$ cat config.mk
export PLATFORM = sky130hd
export DESIGN_NAME = lcd_rect_write_sequencer
export DESIGN_NICKNAME = d
export VERILOG_FILES = /design/src/sv/lcdrw_pkg.sv /design/src/sv/lcdrw_front.sv /design/src/sv/lcdrw_queue.sv /design/src/sv/lcdrw_back.sv /design/src/sv/lcd_rect_write_sequencer.sv
export SDC_FILE = /design/constraint.sdc
export NUM_CORES = 1
export LEC_CHECK = 0
export ABC_AREA = 0
export BUFFER_PORTS_ARGS = -buffer_cell sky130_fd_sc_hd__buf_2
export CAP_MARGIN = 20
export CORE_MARGIN = 2
export CORE_UTILIZATION = 55
export DETAILED_ROUTE_END_ITERATION = 12
export PLACE_DENSITY_LB_ADDON = 0.25
export RECOVER_POWER = 100
export SKIP_LAST_GASP = 1
export SYNTH_ARGS = -nofsm -noshare
export SYNTH_HDL_FRONTEND = slang
export SYNTH_HIERARCHICAL = 1
export SYNTH_SLANG_ARGS = --single-unit
$ cat constraint.sdc
create_clock -name clk_i -period 6.1 [get_ports clk_i]
set_input_delay 0.305 -clock clk_i [delete_from_list [all_inputs] [get_ports clk_i]]
set_output_delay 0.305 -clock clk_i [all_outputs]
set_load 0.05 [all_outputs]
$ cat src/sv/lcdrw_pkg.sv
`timescale 1ns / 1ps
package lcdrw_pkg;

  localparam logic [7:0] X_BASE_Q0   = 8'h80;
  localparam logic [7:0] X_BASE_Q1   = 8'h90;
  localparam logic [7:0] X_BASE_Q2   = 8'h88;
  localparam logic [7:0] X_BASE_Q3   = 8'h98;
  localparam logic [7:0] Y_BASE      = 8'h80;
  localparam logic [7:0] Y_WRAP_MAX  = 8'h9F;
  localparam logic [7:0] Y_HALF_MAX  = 8'h8F;
  localparam logic [7:0] X_WRAP_STEP = 8'd8;
  localparam logic [7:0] X_HALF_STEP = 8'd16;
  localparam logic [7:0] COL_MAX     = 8'd15;
  localparam logic [7:0] ROW_BAND_1  = 8'd16;
  localparam logic [7:0] ROW_BAND_2  = 8'd32;
  localparam logic [7:0] ROW_BAND_3  = 8'd48;
  localparam logic [7:0] ROW_HALF    = 8'd32;
  localparam logic [7:0] ROW_MAX     = 8'd127;
  localparam logic [7:0] INVERT_CODE = 8'd1;
  localparam logic [7:0] PAD_BYTE    = 8'h00;

  localparam int unsigned QUEUE_DEPTH = 2;

  typedef enum logic [2:0] {
    REG_START_COLUMN = 3'd0,
    REG_START_ROW    = 3'd1,
    REG_WIDTH_BYTES  = 3'd2,
    REG_HEIGHT_ROWS  = 3'd3,
    REG_FILL_BYTE    = 3'd4,
    REG_IMAGE_SOURCE = 3'd5
  } reg_idx_e;

  typedef enum logic [1:0] {
    PH_Y_CMD = 2'd0,
    PH_X_CMD = 2'd1,
    PH_PAD   = 2'd2,
    PH_DATA  = 2'd3
  } phase_e;

  typedef struct packed {
    logic [7:0] start_column;
    logic [7:0] start_row;
    logic [7:0] width_bytes;
    logic [7:0] height_rows;
    logic [7:0] fill_byte;
    logic       image_source;
  } cfg_t;

  typedef struct packed {
    logic       hdr;
    logic       pad;
    logic [7:0] y_addr;
    logic [7:0] x_addr;
    logic [7:0] data;
    logic       done;
  } job_t;

endpackage

$ cat src/sv/lcdrw_front.sv
`timescale 1ns / 1ps
module lcdrw_front import lcdrw_pkg::*; (
  input  logic       clk_i,
  input  logic       rst_ni,
  input  cfg_t       cfg_i,
  input  logic       clr_i,
  input  logic       in_valid_i,
  output logic       in_ready_o,
  input  logic [7:0] pixel_i,
  input  logic       full_i,
  output logic       push_o,
  output job_t       job_o
);

  logic [7:0] x_q, x_d, y_q, y_d, row_q, row_d, col_q, col_d;
  logic [7:0] xs_col, xs, v_sub, ys, xc, yc, y_inc, w_eff, h_eff, col_inc, h_m1;
  logic       start, hdr, row_end, rect_end, accept;

  assign in_ready_o = !full_i;
  assign accept     = in_valid_i && !full_i;
  assign push_o     = accept;

  always_comb begin
    xs_col = (cfg_i.start_column > COL_MAX) ? 8'd0 : {1'b0, cfg_i.start_column[7:1]};
    if (cfg_i.start_row < ROW_BAND_1) begin
      xs = xs_col + X_BASE_Q0;
    end else if (cfg_i.start_row < ROW_BAND_2) begin
      xs = xs_col + X_BASE_Q1;
    end else if (cfg_i.start_row < ROW_BAND_3) begin
      xs = xs_col + X_BASE_Q2;
    end else begin
      xs = xs_col + X_BASE_Q3;
    end
    v_sub = (cfg_i.start_row > ROW_BAND_2 - 8'd1) ? cfg_i.start_row - ROW_HALF
                                                  : cfg_i.start_row;
    ys = ((v_sub > ROW_MAX) ? 8'd0 : v_sub) + Y_BASE;

    start = (row_q == 8'd0) && (col_q == 8'd0);
    hdr   = (col_q == 8'd0);
    xc    = start ? xs : x_q;
    yc    = start ? ys : y_q;
    y_inc = yc + 8'd1;

    x_d = xc;
    y_d = yc;
    if (hdr) begin
      if (y_inc > Y_WRAP_MAX) begin
        x_d = xc - X_WRAP_STEP;
        y_d = Y_BASE;
      end else if (y_inc > Y_HALF_MAX && xc <= Y_HALF_MAX) begin
        x_d = xc + X_HALF_STEP;
        y_d = y_inc;
      end else begin
        y_d = y_inc;
      end
    end

    w_eff    = (cfg_i.width_bytes == 8'd0) ? 8'd1 : cfg_i.width_bytes;
    h_eff    = (cfg_i.height_rows == 8'd0) ? 8'd1 : cfg_i.height_rows;
    h_m1     = h_eff - 8'd1;
    col_inc  = col_q + 8'd1;
    row_end  = (col_inc >= w_eff) || (col_q >= w_eff);
    rect_end = row_end && (row_q >= h_m1);

    if (rect_end) begin
      row_d = 8'd0;
      col_d = 8'd0;
    end else if (row_end) begin
      row_d = row_q + 8'd1;
      col_d = 8'd0;
    end else begin
      row_d = row_q;
      col_d = col_inc;
    end

    job_o.hdr    = hdr;
    job_o.pad    = cfg_i.start_column[0];
    job_o.y_addr = yc;
    job_o.x_addr = xc;
    job_o.done   = rect_end;
    if (cfg_i.image_source) begin
      job_o.data = (cfg_i.fill_byte == INVERT_CODE) ? ~pixel_i : pixel_i;
    end else begin
      job_o.data = cfg_i.fill_byte;
    end
  end

  always_ff @(posedge clk_i or negedge rst_ni) begin
    if (!rst_ni) begin
      x_q   <= 8'd0;
      y_q   <= 8'd0;
      row_q <= 8'd0;
      col_q <= 8'd0;
    end else if (clr_i) begin
      row_q <= 8'd0;
      col_q <= 8'd0;
    end else if (accept) begin
      x_q   <= x_d;
      y_q   <= y_d;
      row_q <= row_d;
      col_q <= col_d;
    end
  end

endmodule

$ cat src/sv/lcdrw_queue.sv
`timescale 1ns / 1ps
module lcdrw_queue import lcdrw_pkg::*; (
  input  logic clk_i,
  input  logic rst_ni,
  input  logic push_i,
  input  job_t push_data_i,
  output logic full_o,
  output logic head_valid_o,
  output job_t head_o,
  input  logic pop_i
);

  localparam int unsigned PtrW = (QUEUE_DEPTH > 1) ? $clog2(QUEUE_DEPTH) : 1;
  localparam int unsigned CntW = $clog2(QUEUE_DEPTH + 1);

  job_t                mem_q [QUEUE_DEPTH];
  logic [PtrW-1:0]     wr_q, rd_q;
  logic [CntW-1:0]     cnt_q;

  assign full_o       = (cnt_q == CntW'(QUEUE_DEPTH));
  assign head_valid_o = (cnt_q != '0);
  assign head_o       = mem_q[rd_q];

  function automatic logic [PtrW-1:0] ptr_inc(input logic [PtrW-1:0] p);
    ptr_inc = (p == PtrW'(QUEUE_DEPTH - 1)) ? '0 : p + PtrW'(1);
  endfunction

  always_ff @(posedge clk_i) begin
    if (push_i) begin
      mem_q[wr_q] <= push_data_i;
    end
  end

  always_ff @(posedge clk_i or negedge rst_ni) begin
    if (!rst_ni) begin
      wr_q  <= '0;
      rd_q  <= '0;
      cnt_q <= '0;
    end else begin
      if (push_i) begin
        wr_q <= ptr_inc(wr_q);
      end
      if (pop_i) begin
        rd_q <= ptr_inc(rd_q);
      end
      if (push_i && !pop_i) begin
        cnt_q <= cnt_q + CntW'(1);
      end else if (pop_i && !push_i) begin
        cnt_q <= cnt_q - CntW'(1);
      end
    end
  end

  assert property (@(posedge clk_i) disable iff (!rst_ni) !(push_i && full_o))
    else $error("push into full queue");
  assert property (@(posedge clk_i) disable iff (!rst_ni) !(pop_i && !head_valid_o))
    else $error("pop from empty queue");

endmodule

$ cat src/sv/lcdrw_back.sv
`timescale 1ns / 1ps
module lcdrw_back import lcdrw_pkg::*; (
  input  logic       clk_i,
  input  logic       rst_ni,
  input  logic       head_valid_i,
  input  job_t       head_i,
  output logic       pop_o,
  output logic       out_valid_o,
  input  logic       out_ready_i,
  output logic       is_data_o,
  output logic [7:0] bus_byte_o,
  output logic       last_o,
  output logic       rect_done_o
);

  phase_e     phase_q, phase_d, phase_eff;
  logic       load;
  logic       valid_q;
  logic       is_data_q, last_q, done_q;
  logic [7:0] byte_q;
  logic       beat_is_data, beat_last, beat_done;
  logic [7:0] beat_byte;

  assign load      = head_valid_i && (!valid_q || out_ready_i);
  assign phase_eff = (phase_q == PH_Y_CMD && !head_i.hdr) ? PH_DATA : phase_q;
  assign pop_o     = load && (phase_eff == PH_DATA);

  always_comb begin
    phase_d = phase_q;
    if (load) begin
      case (phase_eff)
        PH_Y_CMD: phase_d = PH_X_CMD;
        PH_X_CMD: phase_d = head_i.pad ? PH_PAD : PH_DATA;
        PH_PAD:   phase_d = PH_DATA;
        PH_DATA:  phase_d = PH_Y_CMD;
        default:  phase_d = PH_Y_CMD;
      endcase
    end
  end

  always_comb begin
    beat_is_data = 1'b1;
    beat_byte    = head_i.data;
    beat_last    = 1'b0;
    beat_done    = 1'b0;
    case (phase_eff)
      PH_Y_CMD: begin
        beat_is_data = 1'b0;
        beat_byte    = head_i.y_addr;
      end
      PH_X_CMD: begin
        beat_is_data = 1'b0;
        beat_byte    = head_i.x_addr;
      end
      PH_PAD: begin
        beat_byte = PAD_BYTE;
      end
      PH_DATA: begin
        beat_last = 1'b1;
        beat_done = head_i.done;
      end
      default: begin
        beat_byte = head_i.data;
      end
    endcase
  end

  always_ff @(posedge clk_i or negedge rst_ni) begin
    if (!rst_ni) begin
      phase_q <= PH_Y_CMD;
      valid_q <= 1'b0;
    end else begin
      phase_q <= phase_d;
      if (load) begin
        valid_q <= 1'b1;
      end else if (out_ready_i) begin
        valid_q <= 1'b0;
      end
    end
  end

  always_ff @(posedge clk_i) begin
    if (load) begin
      is_data_q <= beat_is_data;
      byte_q    <= beat_byte;
      last_q    <= beat_last;
      done_q    <= beat_done;
    end
  end

  assign out_valid_o = valid_q;
  assign is_data_o   = is_data_q;
  assign bus_byte_o  = byte_q;
  assign last_o      = last_q;
  assign rect_done_o = done_q;

  assert property (@(posedge clk_i) disable iff (!rst_ni)
                   (valid_q && last_q) |-> is_data_q)
    else $error("last transfer is not a data byte");
  assert property (@(posedge clk_i) disable iff (!rst_ni)
                   (valid_q && done_q) |-> last_q)
    else $error("rectangle end without last");
  assert property (@(posedge clk_i) disable iff (!rst_ni)
                   (load && phase_eff == PH_Y_CMD) |=> (phase_q == PH_X_CMD))
    else $error("Y command not followed by X command");

endmodule

$ cat src/sv/lcd_rect_write_sequencer.sv
`timescale 1ns / 1ps
// Rectangle writer for a 128x64 graphic LCD in split-screen graphic mode. Each
// accepted image byte yields one output transfer mid-row and up to four at a
// row start (Y address, X address, optional pad byte, data byte); the last one
// carries tlast, and tdata[8] flags the final data byte of the rectangle. The
// output side moves one transfer per cycle while m_axis_tready is high and the
// queue holds an item, through the single output register. A two-entry queue
// separates the input side from the output sequencer. Any write to a defined
// register restarts the rectangle with the next item.
module lcd_rect_write_sequencer import lcdrw_pkg::*; (
  input  logic        clk_i,
  input  logic        rst_ni,
  input  logic        cfg_we_i,
  input  logic [2:0]  cfg_idx_i,
  input  logic [7:0]  cfg_wdata_i,
  input  logic        s_axis_tvalid,
  output logic        s_axis_tready,
  input  logic [7:0]  s_axis_tdata,   // [7:0] pixel_byte
  output logic        m_axis_tvalid,
  input  logic        m_axis_tready,
  output logic [15:0] m_axis_tdata,   // [7:0] bus_byte, [8] rect_done, [15:9] zero
  output logic        m_axis_tlast,
  output logic        m_axis_tuser    // [0] is_data
);

  cfg_t       cfg_q;
  logic       clr;
  logic       full, push, head_valid, pop;
  job_t       push_job, head_job;
  logic [7:0] bus_byte;
  logic       rect_done;

  always_comb begin
    clr = cfg_we_i && (cfg_idx_i inside {REG_START_COLUMN, REG_START_ROW,
                                         REG_WIDTH_BYTES, REG_HEIGHT_ROWS,
                                         REG_FILL_BYTE, REG_IMAGE_SOURCE});
  end

  always_ff @(posedge clk_i or negedge rst_ni) begin
    if (!rst_ni) begin
      cfg_q.start_column <= 8'd0;
      cfg_q.start_row    <= 8'd0;
      cfg_q.width_bytes  <= 8'd1;
      cfg_q.height_rows  <= 8'd1;
      cfg_q.fill_byte    <= 8'd0;
      cfg_q.image_source <= 1'b0;
    end else if (cfg_we_i) begin
      case (cfg_idx_i)
        REG_START_COLUMN: cfg_q.start_column <= cfg_wdata_i;
        REG_START_ROW:    cfg_q.start_row    <= cfg_wdata_i;
        REG_WIDTH_BYTES:  cfg_q.width_bytes  <= cfg_wdata_i;
        REG_HEIGHT_ROWS:  cfg_q.height_rows  <= cfg_wdata_i;
        REG_FILL_BYTE:    cfg_q.fill_byte    <= cfg_wdata_i;
        REG_IMAGE_SOURCE: cfg_q.image_source <= cfg_wdata_i[0];
        default: ;
      endcase
    end
  end

  lcdrw_front u_front (
    .clk_i      (clk_i),
    .rst_ni     (rst_ni),
    .cfg_i      (cfg_q),
    .clr_i      (clr),
    .in_valid_i (s_axis_tvalid),
    .in_ready_o (s_axis_tready),
    .pixel_i    (s_axis_tdata),
    .full_i     (full),
    .push_o     (push),
    .job_o      (push_job)
  );

  lcdrw_queue u_queue (
    .clk_i        (clk_i),
    .rst_ni       (rst_ni),
    .push_i       (push),
    .push_data_i  (push_job),
    .full_o       (full),
    .head_valid_o (head_valid),
    .head_o       (head_job),
    .pop_i        (pop)
  );

  lcdrw_back u_back (
    .clk_i        (clk_i),
    .rst_ni       (rst_ni),
    .head_valid_i (head_valid),
    .head_i       (head_job),
    .pop_o        (pop),
    .out_valid_o  (m_axis_tvalid),
    .out_ready_i  (m_axis_tready),
    .is_data_o    (m_axis_tuser),
    .bus_byte_o   (bus_byte),
    .last_o       (m_axis_tlast),
    .rect_done_o  (rect_done)
  );

  assign m_axis_tdata = {7'd0, rect_done, bus_byte};

endmodule
==> flow_summary.json <==
{
  "worstReg2RegStart": "u_queue/rd_q",
  "cts-resized-gates": 0,
  "die_y_um": 124,
  "wl_per_cell_um": 18.5,
  "timing.hold.ws_ps": 168,
  "r2r_slack_ps": 1750,
  "routed-via-count": 5371,
  "dieArea_sq_mm": 0.0153,
  "final.period_utilization_pct": 71.3,
  "ant_nets": 0,
  "rr_endpoint": "u_queue/cnt_q[1]",
  "netSwitchingFraction_pct": 39.8,
  "sum_of_routed_wire_length_over_all_layers_mm": 16.8,
  "transition_time_of_the_tightest_slew_check_pin_ps": 2560,
  "worst_clock_skew_ps": 7.18,
  "synth_seq_cells": 145,
  "cts_max_level": 4,
  "worstSkewPairLatency_ps": 430,
  "internal-power_mw": 2.55,
  "hold-path-cell-count": 3,
  "unrepaired_setup_endpoints_after_global_routing": "false",
  "cp_slowest_stage_delay_ps": 1430,
  "regArea_sq_mm": 0.00396,
  "grt_first_pass_wirelength_mm": 27.1,
  "hold_viol": 0,
  "cts.clk_slew.worst_paths_ps": 60,
  "cts-buffers-inserted": 17,
  "timing.reg2reg.worst_path_depth": 10,
  "critical_path.max_fanout": 28,
  "yosys_most_used_dff": "dfrtp_1",
  "finalSetupTns_ps": 0,
  "dpl_cell_area_sq_mm": 0.00813,
  "slew_viol_final": 177,
  "final_cell_area_sq_mm": 0.00859,
  "critPathLaunchType": "flop",
  "sequentialPowerShare_pct": 36.9,
  "drive_gt1_share_pct": 18.5,
  "period_minus_slack_ps": 4350,
  "finalWeightedCongestion": 0.924,
  "p_sw_mw": 1.69,
  "hold_path_endpoint": "u_back/out_valid_o",
  "floorplan.die.width_um": 124,
  "drt_pass1_iterations": 5,
  "max_clock_freq_ghz": 0.230,
  "slowest_stage": "clkbuf_1",
  "vias_in_the_first_global_route": 5238,
  "cts_tree": "yes",
  "crit_required_ps": 6450,
  "failed_checks": "capacitance limit, slew limit",
  "synthesis.area_per_instance_sq_um": 11.6,
  "clock_path_buffers": 2,
  "end_kind": "flop",
  "share_comb_of_total_power_pct": 40.3,
  "synth.cell_area_sq_mm": 0.00789,
  "drv_cap": 6,
  "areaGrowthSynthToFinish_pct": 8.83,
  "first_iter_violations": 467,
  "power.leakage_nw": 3.70,
  "min_path_type": "in2reg",
  "setup_violations": 0,
  "io_buffers": 36,
  "worst_hold_startpoint": "m_axis_tready",
  "worstPathCellList": "clkbuf_1 > mux2_2 > nand2b_1 > and2_0 > nor2_1 > inv_1 > ha_1 > xor2_1 > nor2_1 > xor2_1",
  "endpoint_arrival_time_on_the_critical_path_ps": 4700,
  "drc": 0,
  "clkPwrFrac_pct": 22.8,
  "core_region_area_sq_mm": 0.0139,
  "initial_antenna_violation_count": 0,
  "power.ir.vdd_worst_v": 0.000254,
  "num_antenna_cells": 0,
  "sum_of_net_half_perimeters_after_detailed_placement_mm": 11.9,
  "asyncSetResetFlopFracSynth_pct": 55.2,
  "num-nets-final": 777,
  "clockRootBuffer": "clkbuf_16",
  "outcome": "complete, but fails checks",
  "layout.filler_cells": 1118,
  "route.detailed.vias_per_inst": 5.92,
  "synth-seq-area-share_pct": 50.1,
  "globalRoute.totalOverflow": 0,
  "yosys_warnings": 6,
  "syn-instance-count": 678,
  "power_density_mw_per_mm2": 494,
  "clock-sinks": 145,
  "start_util_pct": 56.6,
  "setup.worst_path.class": "reg2reg",
  "area_of_the_multi_input_gates_sq_mm": 0.00352,
  "grt.total_usage_pct": 23.6,
  "yosysUniqueCellTypes": 81,
  "floorplan.rows": 43,
  "synth_edf_count": 65,
  "max-slew-margin-rel_pct": -71.0,
  "design.portCount": 44,
  "grt_max_degree": 81
}
## flip-flops by register name (all words and copies together), names as in the netlist
register / cells
u_back/bus_byte_o: 8
u_queue/rd_q: 1
u_front/col_q: 8
u_back/phase_q: 2
u_front/y_q: 8
u_front/x_q: 8
u_queue/mem_q: 54
u_back/out_valid_o: 1
u_queue/wr_q: 1
u_back/last_o: 1
u_front/row_q: 8
u_queue/cnt_q: 2
u_back/rect_done_o: 1
cfg_q: 41
u_back/is_data_o: 1
## synthesized netlist by cell type, types with 9 or more instances
library cell   n  share of area (%)
mux2_2        51                7.3
buf_4         15                1.4
edfxtp_1      65                 25
nand2_1       54                2.6
a21oi_1       46                2.9
inv_1         37                1.8
xor2_1        22                2.4
ha_1          37                5.9
o21ai_0       20                1.3
dfrtp_1       78                 25
mux2_4        19                3.6
and3_1         9               0.71
nand3_1       19                1.2
nor2_1        42                2.0
## metal layers
metal	wire length [um]	GRT usage, %
met1	7480	31.6
met3	819	4.72
met5	0	0
met4	374	9.30
met2	8150	37.8
## what timing repair did
item | CTS | global route
hold buffers | 0 | 1
endpoints found under the hold margin | 0 | 34
setup buffers | 0 | 0
## layout by cell type (no fill, tap or decap), types with 4 or more instances in the layout
cell type / Yosys / final
nand2_1: 54 / 54
clkbuf_1: 7 / 22
o21ai_0: 20 / 20
clkbuf_16: 0 / 17
edfxtp_1: 65 / 65
conb_1: 2 / 11
and3_1: 9 / 9
nor3_1: 6 / 7
a32oi_1: 8 / 8
a22o_1: 7 / 7
inv_6: 0 / 7
clkinvlp_4: 0 / 5
a211oi_1: 3 / 5
mux2_4: 19 / 19
a21oi_1: 46 / 46
o31ai_1: 4 / 5
ha_1: 37 / 37
nor2_1: 42 / 42
a22oi_1: 4 / 4
nand2b_1: 7 / 7
and2_0: 0 / 4
dfrtp_1: 78 / 78
xor2_1: 22 / 22
buf_2: 5 / 20
nand3_1: 19 / 19
inv_1: 37 / 37
xnor2_1: 8 / 8
mux2_2: 51 / 49
and2_1: 8 / 5
a21o_1: 6 / 6
nor2b_1: 8 / 7
mux2i_1: 5 / 5
## worst max path at each step
stage | from | to | cells past startpoint
after detailed placement | cfg_q[11] | u_front/row_q[5] | 16
after global routing | rst_ni | u_front/y_q[2] | 3
after CTS | cfg_q[11] | u_front/row_q[5] | 16
after global placement | u_front/col_q[0] | u_front/x_q[6] | 10
after floorplan | u_front/col_q[0] | u_front/x_q[6] | 12
final | u_queue/rd_q | u_queue/cnt_q[1] | 10
## cells by family (layout without fill, tap and decap cells)
| kind of cell | Yosys count | after routing | share of synthesized area, % |
|---|---|---|---|
| DFF | 145 | 145 | 50.1 |
| buffers and inverters | 73 | 114 | 4.99 |
| xor gates and xnor gates | 30 | 30 | 3.33 |
| and+or+nand+nor | 187 | 187 | 12.7 |
| muxes | 75 | 75 | 11.5 |
| adders and majority gates | 38 | 38 | 6.12 |
| AOI/OAI and AO/OA | 128 | 128 | 11.1 |
| other | 2 | 11 | 0.0951 |
## final cells by class
class,instances,share of cell area (%)
sequential,145,46.1
multi-input combinational,469,40.9
clock buffer,18,5.00
tap,180,2.62
timing repair buffer,43,2.29
inverter,39,1.73
clock inverter,14,1.38
## critical path: cells and delay by family (launching register included)
kind / cells / cell delay, ps
buffers and inverters: 2 / 1520
and+or+nand+nor: 4 / 1500
muxes: 1 / 440
DFF: 1 / 320
xor gates and xnor gates: 2 / 290
adders and majority gates: 1 / 200
## power groups by stage
stage / sequential [mW] / clock (mW) / combinational, mW
2_1_floorplan: 1.66 / 0 / 1.30
3_3_place_gp: 1.56 / 0 / 1.67
3_5_place_dp: 1.58 / 0 / 1.75
4_1_cts: 1.56 / 0.983 / 1.76
5_1_grt: 1.60 / 1.02 / 1.89
6_report: 1.57 / 0.966 / 1.71
## stage by stage
| step | std cells | total power, mW | setup slack [ps] | utilization, % |
|---|---|---|---|---|
| global route | 908 | 4.51 | 1180 | 61.7 |
| CTS | 906 | 4.30 | 2500 | 62.3 |
| floorplan | 687 | 2.96 | 2720 | - |
| finish | 908 | 4.24 | 1750 | 61.7 |
| detailed placement | 874 | 3.32 | 2520 | 58.3 |
| global placement | 874 | 3.23 | 2640 | 58.3 |
(Power assumes the default switching activity.)
